File: config.mk
export PLATFORM = sky130hd
export DESIGN_NAME = tlb_page_table_cache_lookup
export DESIGN_NICKNAME = d
export VERILOG_FILES = /design/src/rtl/tlbpc_pkg.sv /design/src/rtl/tlb_page_table_cache_lookup.sv
export SDC_FILE = /design/constraint.sdc
export NUM_CORES = 2
export LEC_CHECK = 0
export BUFFER_PORTS_ARGS = -buffer_cell sky130_fd_sc_hd__buf_2
export CELL_PAD_IN_SITES_DETAIL_PLACEMENT = 0
export CELL_PAD_IN_SITES_GLOBAL_PLACEMENT = 1
export CORE_UTILIZATION = 35
export CTS_BUF_LIST = sky130_fd_sc_hd__clkbuf_4 sky130_fd_sc_hd__clkbuf_8 sky130_fd_sc_hd__clkbuf_16
export DETAILED_ROUTE_END_ITERATION = 7
export GPL_ROUTABILITY_DRIVEN = 0
export GPL_TIMING_DRIVEN = 0
export PLACE_DENSITY_LB_ADDON = 0.1
export SLEW_MARGIN = 5
export SYNTH_ARGS = -nofsm -noshare
export SYNTH_HDL_FRONTEND = slang
export SYNTH_SLANG_ARGS = --single-unit
File: constraint.sdc
create_clock -name clk -period 17.9 [get_ports clk]
set_clock_uncertainty 0.2 [all_clocks]
set_input_delay 0.895 -clock clk [delete_from_list [all_inputs] [get_ports clk]]
set_output_delay 0.895 -clock clk [all_outputs]
set_load 0.01 [all_outputs]
File: src/rtl/tlbpc_pkg.sv
// shared types and constants for the tlb / page table / cache lookup block
package tlbpc_pkg;

  localparam int TLB_SETS_DEF     = 4;
  localparam int TLB_WAYS_DEF     = 16;
  localparam int PAGE_ENTRIES_DEF = 256;

  localparam int CACHE_SETS = 16;
  localparam int PPN_W      = 8;
  localparam int TAG_W      = 6;
  localparam int VPN_W      = 8;
  localparam int OFF_W      = 6;
  localparam int VA_W       = VPN_W + OFF_W;
  localparam int SLOT_W     = 8;
  localparam int LINE_W     = 4 * 8;

  localparam int IN_DATA_W  = 72;
  localparam int OUT_DATA_W = 16;

  typedef enum logic [1:0] {
    CMD_LOAD_TLB  = 2'd0,
    CMD_LOAD_PAGE = 2'd1,
    CMD_LOAD_LINE = 2'd2,
    CMD_XLATE     = 2'd3
  } cmd_t;

  typedef enum logic [1:0] {
    ST_HIT   = 2'd0,
    ST_MISS  = 2'd1,
    ST_UNDET = 2'd2
  } status_t;

endpackage

File: src/rtl/tlb_page_table_cache_lookup.sv
// top level: tlb, page table and direct-mapped cache lookup on 14-bit virtual addresses
//
// Input beats carry a command in in_tuser and its operands in in_tdata. Load-tlb,
// load-page and load-line beats update the stores and give no output beat. A
// translate beat gives exactly one output beat: out_tuser holds the status (hit,
// cache miss, undetermined), out_tdata the found ppn and the cached byte.
// The block works on one beat at a time. A translate first reads the tlb set row
// and the page table entry, then does the parallel tag compare across the ways of
// the row and the cache line read, and last checks the line tag and loads the
// output register. The output beat shows up when that register is loaded, and
// in_tready comes back then.
// The output register lets the next beat be accepted while a result still waits;
// a translate finishing while the previous result is stalled holds in its last
// step until out_tready frees the register.
// After reset the page table is swept once to clear its present bits, with in_tready
// low until the sweep is done. Tlb fill counts and cache line valid bits clear at once.
module tlb_page_table_cache_lookup #(
  parameter int TLB_SETS     = tlbpc_pkg::TLB_SETS_DEF,
  parameter int TLB_WAYS     = tlbpc_pkg::TLB_WAYS_DEF,
  parameter int PAGE_ENTRIES = tlbpc_pkg::PAGE_ENTRIES_DEF
) (
  input  logic                             clk,
  input  logic                             rst_n,
  input  logic                             in_tvalid,
  output logic                             in_tready,
  // slot[7:0], tlb_tag_in[13:8], phys_page[21:14], byte_zero[29:22],
  // byte_one[37:30], byte_two[45:38], byte_three[53:46], vaddr[67:54], zero pad
  input  logic [tlbpc_pkg::IN_DATA_W-1:0]  in_tdata,
  // cmd[1:0]
  input  logic [1:0]                       in_tuser,
  output logic                             out_tvalid,
  input  logic                             out_tready,
  // found_ppn[7:0], data_byte[15:8]
  output logic [tlbpc_pkg::OUT_DATA_W-1:0] out_tdata,
  // status[1:0]
  output logic [1:0]                       out_tuser
);
  import tlbpc_pkg::*;

  localparam int SW = (TLB_SETS > 1) ? $clog2(TLB_SETS) : 1;
  localparam int WW = (TLB_WAYS > 1) ? $clog2(TLB_WAYS) : 1;
  localparam int FW = $clog2(TLB_WAYS + 1);
  localparam int PW = (PAGE_ENTRIES > 1) ? $clog2(PAGE_ENTRIES) : 1;
  localparam int LW = $clog2(CACHE_SETS);
  localparam int TE_W = TAG_W + PPN_W;
  localparam int VPN_N = 1 << VPN_W;

  typedef logic [VPN_N-1:0][TAG_W+SW-1:0] split_tbl_t;

  // vpn -> {tlb tag, tlb set} without a divider
  function automatic split_tbl_t build_split();
    split_tbl_t t;
    int q;
    int r;
    q = 0;
    r = 0;
    for (int i = 0; i < VPN_N; i++) begin
      t[i] = {TAG_W'(q), SW'(r)};
      r = r + 1;
      if (r == TLB_SETS) begin
        r = 0;
        q = q + 1;
      end
    end
    return t;
  endfunction

  localparam split_tbl_t SPLIT_TBL = build_split();

  typedef enum logic [1:0] {
    S_CLEAR,
    S_IDLE,
    S_TLB,
    S_CACHE
  } state_t;

  // input fields
  logic [SLOT_W-1:0] slot;
  logic [TAG_W-1:0]  tlb_tag_in;
  logic [PPN_W-1:0]  phys_page;
  logic [LINE_W-1:0] line_in;
  logic [VA_W-1:0]   vaddr;
  cmd_t              cmd;

  assign slot       = in_tdata[7:0];
  assign tlb_tag_in = in_tdata[13:8];
  assign phys_page  = in_tdata[21:14];
  assign line_in    = in_tdata[53:22];
  assign vaddr      = in_tdata[67:54];
  assign cmd        = cmd_t'(in_tuser);

  state_t state_r;
  logic [PW-1:0] clr_cnt_r;
  logic [FW-1:0] tlb_fill_r [TLB_SETS];
  logic [CACHE_SETS-1:0] line_valid_r;

  logic [OFF_W-1:0] off_r;
  logic [SW-1:0]    set_r;
  logic [TAG_W-1:0] tag_r;
  logic             pg_range_r;
  logic             known_r;
  logic [PPN_W-1:0] ppn_r;

  logic                  out_tvalid_r;
  logic [OUT_DATA_W-1:0] out_tdata_r;
  logic [1:0]            out_tuser_r;

  // memories
  logic [TLB_WAYS-1:0][TE_W-1:0] tlb_mem [TLB_SETS];
  logic [PPN_W:0]                page_mem [PAGE_ENTRIES];
  logic [PPN_W+LINE_W-1:0]       line_mem [CACHE_SETS];
  logic [TLB_WAYS-1:0][TE_W-1:0] tlb_row_r;
  logic [PPN_W:0]                page_q_r;
  logic [PPN_W+LINE_W-1:0]       line_q_r;
  logic                          line_vld_q_r;

  logic accept;
  logic is_xlate;
  logic [VPN_W-1:0] in_vpn;
  logic [SW-1:0]    in_set;
  logic [TAG_W-1:0] in_tag;
  logic [PW+SLOT_W-1:0] slot_ext;
  logic [PW+VPN_W-1:0]  vpn_ext;
  logic [SW+SLOT_W-1:0] slot_set_ext;
  logic [SW-1:0] ld_set;
  logic [PW-1:0] ld_pidx;
  logic [PW-1:0] rd_pidx;
  logic [LW-1:0] ld_line;
  logic tlb_we;
  logic pg_we;
  logic [PW-1:0] pg_wa;
  logic [PPN_W:0] pg_wd;
  logic line_we;
  logic [FW-1:0] ld_fill;

  logic [FW-1:0]    cur_fill;
  logic             tlb_hit;
  logic [PPN_W-1:0] tlb_ppn;
  logic             known_nxt;
  logic [PPN_W-1:0] ppn_nxt;
  logic [LW-1:0]    rd_line;

  logic             out_free;
  logic             line_match;
  status_t          status_nxt;
  logic [7:0]       data_nxt;
  logic [1:0]       byte_sel;

  assign in_tready = (state_r == S_IDLE);
  assign accept    = in_tvalid && in_tready;
  assign is_xlate  = (cmd == CMD_XLATE);

  assign in_vpn = vaddr[VA_W-1:OFF_W];
  assign {in_tag, in_set} = SPLIT_TBL[in_vpn];

  assign slot_ext     = {{PW{1'b0}}, slot};
  assign vpn_ext      = {{PW{1'b0}}, in_vpn};
  assign slot_set_ext = {{SW{1'b0}}, slot};
  assign ld_set  = slot_set_ext[SW-1:0];
  assign ld_pidx = slot_ext[PW-1:0];
  assign rd_pidx = vpn_ext[PW-1:0];
  assign ld_line = slot[LW-1:0];
  assign ld_fill = tlb_fill_r[ld_set];

  assign tlb_we  = accept && (cmd == CMD_LOAD_TLB) && (32'(slot) < TLB_SETS)
                   && (32'(ld_fill) < TLB_WAYS);
  assign line_we = accept && (cmd == CMD_LOAD_LINE) && (32'(slot) < CACHE_SETS);

  // clearing pass owns the page table write port until it is done
  always_comb begin
    if (state_r == S_CLEAR) begin
      pg_we = 1'b1;
      pg_wa = clr_cnt_r;
      pg_wd = '0;
    end else begin
      pg_we = accept && (cmd == CMD_LOAD_PAGE) && (32'(slot) < PAGE_ENTRIES);
      pg_wa = ld_pidx;
      pg_wd = {1'b1, phys_page};
    end
  end

  always_ff @(posedge clk) begin
    if (tlb_we) begin
      tlb_mem[ld_set][ld_fill[WW-1:0]] <= {tlb_tag_in, phys_page};
    end
    if (accept && is_xlate) begin
      tlb_row_r <= tlb_mem[in_set];
    end
  end

  always_ff @(posedge clk) begin
    if (pg_we) begin
      page_mem[pg_wa] <= pg_wd;
    end
    if (accept && is_xlate) begin
      page_q_r <= page_mem[rd_pidx];
    end
  end

  always_ff @(posedge clk) begin
    if (line_we) begin
      line_mem[ld_line] <= {phys_page, line_in};
    end
    if (state_r == S_TLB) begin
      line_q_r <= line_mem[rd_line];
    end
  end

  // parallel compare over the row, the highest matching way below the fill wins
  assign cur_fill = tlb_fill_r[set_r];
  always_comb begin
    tlb_hit = 1'b0;
    tlb_ppn = '0;
    for (int w = 0; w < TLB_WAYS; w++) begin
      if ((32'(cur_fill) > w) && (tlb_row_r[w][TE_W-1:PPN_W] == tag_r)) begin
        tlb_hit = 1'b1;
        tlb_ppn = tlb_row_r[w][PPN_W-1:0];
      end
    end
  end

  always_comb begin
    if (tlb_hit) begin
      known_nxt = 1'b1;
      ppn_nxt   = tlb_ppn;
    end else if (pg_range_r && page_q_r[PPN_W]) begin
      known_nxt = 1'b1;
      ppn_nxt   = page_q_r[PPN_W-1:0];
    end else begin
      known_nxt = 1'b0;
      ppn_nxt   = '0;
    end
  end

  assign rd_line  = off_r[OFF_W-1:2];
  assign byte_sel = off_r[1:0];

  assign line_match = line_vld_q_r && (line_q_r[PPN_W+LINE_W-1:LINE_W] == ppn_r);
  always_comb begin
    data_nxt = '0;
    if (!known_r) begin
      status_nxt = ST_UNDET;
    end else if (line_match) begin
      status_nxt = ST_HIT;
      case (byte_sel)
        2'd0:    data_nxt = line_q_r[7:0];
        2'd1:    data_nxt = line_q_r[15:8];
        2'd2:    data_nxt = line_q_r[23:16];
        default: data_nxt = line_q_r[31:24];
      endcase
    end else begin
      status_nxt = ST_MISS;
    end
  end

  assign out_free = !out_tvalid_r || out_tready;

  always_ff @(posedge clk) begin
    if (!rst_n) begin
      state_r      <= S_CLEAR;
      clr_cnt_r    <= '0;
      line_valid_r <= '0;
      out_tvalid_r <= 1'b0;
      for (int s = 0; s < TLB_SETS; s++) begin
        tlb_fill_r[s] <= '0;
      end
    end else begin
      // a new result beat takes the register in the cycle the old one leaves
      if ((state_r == S_CACHE) && out_free) begin
        out_tvalid_r <= 1'b1;
      end else if (out_tvalid_r && out_tready) begin
        out_tvalid_r <= 1'b0;
      end
      unique case (state_r)
        S_CLEAR: begin
          clr_cnt_r <= clr_cnt_r + 1'b1;
          if (32'(clr_cnt_r) == PAGE_ENTRIES - 1) begin
            state_r <= S_IDLE;
          end
        end
        S_IDLE: begin
          if (tlb_we) begin
            tlb_fill_r[ld_set] <= ld_fill + 1'b1;
          end
          if (line_we) begin
            line_valid_r[ld_line] <= 1'b1;
          end
          if (accept && is_xlate) begin
            off_r      <= vaddr[OFF_W-1:0];
            set_r      <= in_set;
            tag_r      <= in_tag;
            pg_range_r <= (32'(in_vpn) < PAGE_ENTRIES);
            state_r    <= S_TLB;
          end
        end
        S_TLB: begin
          known_r      <= known_nxt;
          ppn_r        <= ppn_nxt;
          line_vld_q_r <= line_valid_r[rd_line];
          state_r      <= S_CACHE;
        end
        S_CACHE: begin
          if (out_free) begin
            out_tuser_r  <= status_nxt;
            out_tdata_r  <= {data_nxt, ppn_r};
            state_r      <= S_IDLE;
          end
        end
        default: state_r <= S_IDLE;
      endcase
    end
  end

  assign out_tvalid = out_tvalid_r;
  assign out_tdata  = out_tdata_r;
  assign out_tuser  = out_tuser_r;

endmodule

**After elaboration in Yosys (flattened, before gate mapping)**

Memory sizes are Yosys's and may differ from the RTL's. A register that Yosys moved wholly into a read port is not among the register bits.
Cells that the tools add are included.

- Equal/unequal tests: 29
- $lt $le $gt $ge: 25
- Bitwise logic cells: 1
- Multiply operators: 0
- Reductions and logical operators: 42
- $add $sub $neg: 2
- Div/mod/pow operators: 0
- Muxes and demuxes: 67
- Shift operators: 0

Operator list:

| operator | count |
|---|---|
| 224-bit 2-to-1 mux | 1 |
| 8-bit 2-to-1 mux | 20 |
| 6-bit equality test | 16 |
| 14-bit demux with 4-bit select | 1 |
| 5-bit by 4-bit greater-than comparator with 1-bit output (second input constant) | 8 |
| 1-bit 2-to-1 mux | 33 |
| 1-bit logical AND | 29 |
| 8-bit one-hot mux with 3 select lines | 1 |
| 5-bit by 3-bit greater-than comparator with 1-bit output (second input constant) | 4 |
| 16-bit bitwise OR | 1 |
| 4-bit by 5-bit less-than comparator with 1-bit output (second input constant) | 3 |
| 14-bit 2-to-1 mux | 1 |
| 2-bit equality test (second input constant) | 5 |
| 5-bit by 1-bit greater-than comparator with 1-bit output (second input constant) | 2 |
| 5-bit by 2-bit greater-than comparator with 1-bit output (second input constant) | 2 |
| 2-bit 2-to-1 mux | 5 |
| 8-bit by 9-bit less-than comparator with 1-bit output (second input constant) | 1 |
| 9-bit 2-to-1 mux | 1 |
| 3-bit AND reduction | 3 |
| 8-bit by 1-bit adder with 8-bit output (second input constant) | 1 |
| 8-bit equality test | 1 |
| 8-bit equality test (second input constant) | 1 |
| 4-bit by 1-bit greater-or-equal comparator with 1-bit output (second input constant) | 2 |
| 8-bit by 3-bit less-than comparator with 1-bit output (second input constant) | 1 |
| other kinds (16) | 23 |

- Input bits: 78
- Latch bits: 0
- Bits in registers: 69
- ROM bits: 2,048
- Logic and storage cells: 184
- RAM bits: 3,860
- Memories: 5

Memories:

| name | depth | bits a word | rd ports | clocked after Yosys merged registers in | wr ports | RTL line | text |
|---|---|---|---|---|---|---|---|
| page_mem | 256 | 9 | 1 | 1 | 1 | tlb_page_table_cache_lookup.sv:110 | `logic [PPN_W:0] page_mem [PAGE_ENTRIES];` |
| (no name shown) | 256 | 8 | 1 | 0 | 0 | tlb_page_table_cache_lookup.sv:154 | `assign {in_tag, in_set} = SPLIT_TBL[in_vpn];` |
| tlb_mem | 4 | 224 | 1 | 1 | 1 | tlb_page_table_cache_lookup.sv:109 | `logic [TLB_WAYS-1:0][TE_W-1:0] tlb_mem [TLB_SETS];` |
| line_mem | 16 | 40 | 1 | 1 | 1 | tlb_page_table_cache_lookup.sv:111 | `logic [PPN_W+LINE_W-1:0] line_mem [CACHE_SETS];` |
| tlb_fill_r | 4 | 5 | 2 | 1 | 4 | tlb_page_table_cache_lookup.sv:94 | `logic [FW-1:0] tlb_fill_r [TLB_SETS];` |

**Depth between registers and ports, before layout**

- Depth after elaboration: 19
- Gate-level depth with buffers: 12
- Depth with buffers taken out: 9

**Worst setup path before layout**

OpenSTA, ideal clock, no wires.

- Kind: input to register
- From: in in_tuser[1]
- To: reg off_r[0] (enable)
- Library setup time: 0.377 ns
- Stages on the path: 4
- Setup slack: 4.785 ns
- Arrival time: 12.537 ns
- Cells stage by stage: nand3_1 -> nor2_1 -> nand2_1 -> inv_1

- Word-level cells in the longest chain between the ends: 3

Ends and longest elaborated chain:

| what | RTL line | text |
|---|---|---|
| start: declaration | tlb_page_table_cache_lookup.sv:30 | `input logic [1:0] in_tuser,` |
| 2-bit equality test | tlb_page_table_cache_lookup.sv:151 | `assign is_xlate = (cmd == CMD_XLATE);` |
| 1-bit logical AND | tlb_page_table_cache_lookup.sv:288 | `if (accept && is_xlate) begin` |
| 3-bit AND reduction (no line) | - |  |
| end signal: assignment | tlb_page_table_cache_lookup.sv:289 | `off_r <= vaddr[OFF_W-1:0];` |
| end: declaration | tlb_page_table_cache_lookup.sv:97 | `logic [OFF_W-1:0] off_r;` |

Every way passes these cells.
A chain may end at the register's enable or synchronous reset.

**Final worst setup path**

- From: reg state_r[0]
- To: mem page_mem[75][3] (netlist name) (enable)

- Word-level cells in the longest chain between the ends: 6
- Elaborated cells between the ends (all ways): 8
- Those cells by class: eq/ne (1); mux (4); reduce/logical (3)

Ends and longest elaborated chain:

| what | RTL line | text |
|---|---|---|
| start: declaration | tlb_page_table_cache_lookup.sv:92 | `state_t state_r;` |
| start signal: assignment | tlb_page_table_cache_lookup.sv:260 | `state_r <= S_CLEAR;` |
| start signal: assignment | tlb_page_table_cache_lookup.sv:278 | `state_r <= S_IDLE;` |
| start signal: assignment | tlb_page_table_cache_lookup.sv:293 | `state_r <= S_TLB;` |
| 2-bit by 1-bit equality test with 1-bit output | tlb_page_table_cache_lookup.sv:149 | `assign in_tready = (state_r == S_IDLE);` |
| 1-bit logical AND | tlb_page_table_cache_lookup.sv:150 | `assign accept = in_tvalid && in_tready;` |
| 1-bit logical AND | tlb_page_table_cache_lookup.sv:176 | `pg_we = accept && (cmd == CMD_LOAD_PAGE) && (32'(slot) < PAGE_ENTRIES);` |
| 1-bit 2-to-1 mux | tlb_page_table_cache_lookup.sv:171 | `if (state_r == S_CLEAR) begin` |
| 1-bit 2-to-1 mux | tlb_page_table_cache_lookup.sv:192 | `if (pg_we) begin` |
| 1-bit 2-to-1 mux (implied by the code) | tlb_page_table_cache_lookup.sv:193 | `page_mem[pg_wa] <= pg_wd;` |
| end: declaration | tlb_page_table_cache_lookup.sv:110 |  |

Parallel ways exist; a longest one is shown, timed or not.

==> impl_metrics.ini <==
[power_and_ir_drop]
p_comb_share_pct = 3.5
p_total_mw = 20.9
seq_power_share_pct = 51.5
internal_power_mw = 16.5
powerDensity_nw_per_um2 = 111
p_switching_mw = 4.34
p_leak_nw = 58.5
switching_share_pct = 20.8
p_clk_share_pct = 45.0
ir_drop_v = 0.0000788

[routing]
ant_nets = 0
wirelength_um = 471000
drt_iter0_drc = 6977
drc_errors = 0
dr_total_vias = 74200
wl_per_cell_um = 33.8
first_pass_iters = 5
via_per_inst = 5.33

[synthesis]
synth_top_family_by_area = multiplexers
ys_warn_count = 0
synth_compound_area_share_pct = 0.853
async_flop_share_pct = 0
synthFlopType = edfxtp_1
synthCells = 6772
ys_ff_latch = 4204
syn_area_um2 = 160000
synthAdderAreaFrac_pct = 0.0781
netlist.top_cell.by_area = edfxtp_1
ys_seq_area_share_pct = 78.7
synth.area.mux_share_pct = 17.1
syn_nets = 6860
synth_edf_count = 4175
syn_avg_cell_area_um2 = 23.6
synth_top_cell_area_share_pct = 78.3
synthTopCellsByArea = edfxtp_1, mux4_2, nor2_1, clkbuf_1, xnor2_1
yosys.area_share.simple_pct = 1.79
synth-xor-area-share_pct = 0.613
synthDistinctLibCells = 72

[die]
die_h_um = 678
die_x_um = 678
coreArea_um2 = 456000
dieArea_um2 = 460000
floorplan.initialDensity_pct = 35.1
ios = 98
num_rows = 248

[sta]
period_minus_slack_ps = 6290
hold_viol = 0
timing.final.ws_setup_ps = 11610
fmax_mhz = 159
setup_viol = 0
rsz0062_at_grt = false
fin_hold_ws_ps = 109
fin_crit_sh_pct = 35.1
maxSlewHeadroom_pct = 4.25
tightest_slew_ps = 1440
final_max_slew_viol_count = 0

[finish]
final_cell_area_um2 = 187000
final_cells = 13900
final_common_cell = edfxtp_1
drive_above_1_share_pct = 30.3
area_growth_pct = 17.1
mostFrequentLayoutCells = edfxtp_1, mux4_2, clkbuf_16
nets = 7610

[critical_path]
critPathBufInv = 5
reg2reg_slack_ps = 11610
arrival_ps = 6660
crit_chain = inv_1 -> ha_1 -> clkbuf_1 -> clkinv_4 -> buf_16 -> o21ai_0 -> nand2_1 -> clkbuf_2 -> nor2_1
cp_top_family = buffers and inverters
reg2reg_depth = 9
path_class = reg -> reg
worst_setup_path_end_kind = flop
cp_slowest_stage_delay_ps = 1030
r2r-end = page_mem[75][3]
critPathRequiredTime_ps = 18270
critPathMaxFanout = 97
cp.depth = 9
worstSetupStartpointType = flop
crit_slowest_cell = nand2_1
r2r-start = state_r[0]

[place]
pre_cts_slack_ps = 10580
hpwl_um = 318000
dp_cells = 13100
portBuffers = 91
dpl_cell_area_um2 = 172000

[global_routing]
grt_use_met1_pct = 27.5
grt_max_degree = 98
grtUsageMet2_pct = 34.3
antenna_found_initial = 59
grt_pass1_wl_um = 647000
grt_pass1_vias = 77200
grt-busiest-layer = met2
met3_usage_pct = 2.73
overflow = 0
track_usage_pct = 20.2

[outcome]
status = complete, no violations

[cts]
cts_tree = built
clk_latency_ps = 980
cts_setup_buffers = 0
path_clk_slew_ps = 60
clock_path_buffers = 4
h-tree-depth = 5
cts_made_buffers = 458
cts.sinks = 4204
root_buffer = clkbuf_16

[min_path]
hp-start = in_tdata[35]
min_to = line_mem[7][13]
hp-class = in -> reg
hold_depth = 1

[flow_run]
drv_cap = 0
==> registers in the layout, indices dropped and copies added, names as in the netlist, 2 cells and up, named ones only <==
signal,count
out_tdata,16
tag_r,6
line_q_r,40
page_mem,2304
line_mem,640
set_r,2
tlb_mem,896
page_q_r,9
off_r,6
state_r,2
ppn_r,8
tlb_fill_r,20
out_tuser,2
line_valid_r,16
tlb_row_r,224
clr_cnt_r,8
==> routing by layer <==
metal | vias to the layer above | part of all wire [%]
met5 | - | 0
met4 | 0 | 2.6
met3 | 556 | 4.7
met2 | 1918 | 50
met1 | 41200 | 43
li1 | 30500 | -
==> worst max-delay path by stage <==
stage                 start              end  slack [ps]
6_report         state_r[0]  page_mem[75][3]       11610
3_3_place_gp    in_tuser[1]         off_r[0]       -6360
3_5_place_dp   in_tdata[60]      page_q_r[8]       10580
5_1_grt          state_r[0]  page_mem[75][1]       11190
2_1_floorplan   in_tuser[1]         off_r[0]        4790
4_1_cts          state_r[0]  page_mem[91][2]       11410
==> through the flow <==
stage	utilization (%)	TNS, ps
floorplan	-	0
global placement	36.9	-4286280
detailed placement	37.8	0
CTS	41.1	0
global route	41.1	0
finish	41.1	0
==> Yosys cell counts (5+ instances only) <==
cell type / count
o221ai_1: 14
o211ai_1: 7
buf_1: 113
clkbuf_1: 223
o21a_1: 18
o21ai_0: 23
a31oi_1: 6
o22a_1: 7
xor2_1: 33
a211oi_1: 7
mux4_2: 1212
ha_1: 10
xnor2_1: 79
nor4_1: 12
nand4_1: 14
o221a_1: 5
nand3_1: 13
nand2b_1: 8
nor2_1: 394
or3_1: 17
dfxtp_1: 29
and3_1: 15
nand2_1: 126
o22ai_1: 8
inv_1: 29
a21oi_1: 26
buf_2: 16
a2111oi_0: 5
nor3_1: 23
nor2b_1: 16
a21o_1: 9
a2111o_1: 7
edfxtp_1: 4175
and2_1: 10
==> worst reg2reg max path: stages, from the launching register on <==
cell	delay, ps
dfxtp_1	360
inv_1	140
ha_1	170
clkbuf_1	460
clkinv_4	630
buf_16	490
o21ai_0	690
nand2_1	1040
clkbuf_2	760
nor2_1	980
==> timing repair <==
item	CTS	global route
gates resized for setup	0	0
hold buffers	7	0
endpoints found under the hold margin	7	0
==> cell type report <==
cell class | instances | area (um2)
plain buffers | 355 | 1420
repair buffers | 290 | 4380
fillers | 39600 | 268000
flip-flops and latches | 4204 | 126000
diodes | 21 | 52.6
clock inverters | 242 | 2170
well taps | 6000 | 7510
inverters | 30 | 118
clock buffers | 596 | 12700
multi-input cells | 2183 | 33100
==> kinds of logic (layout without fill, tap and decap cells) <==
kind of cell | Yosys count | after routing
AO/OA/AOI/OAI | 179 | 179
XOR/XNOR | 112 | 112
adder cells (fa/ha/maj) | 10 | 10
buffers and inverters | 385 | 1513
flip-flops | 4204 | 4204
multiplexers | 1216 | 1216
other | 0 | 21
AND/OR/NAND/NOR | 666 | 666
==> power groups by stage <==
stage                     Clock [mW]  Combinational, mW  Sequential, mW
after global placement             0              0.711            10.9
after detailed placement           0              0.740            10.9
after CTS                       9.59              0.744            10.7
after floorplan                    0              0.361            10.9
final                           9.39              0.724            10.7
after global routing            9.93              0.756            10.7
Note: power is estimated with default switching activity, not from simulation.
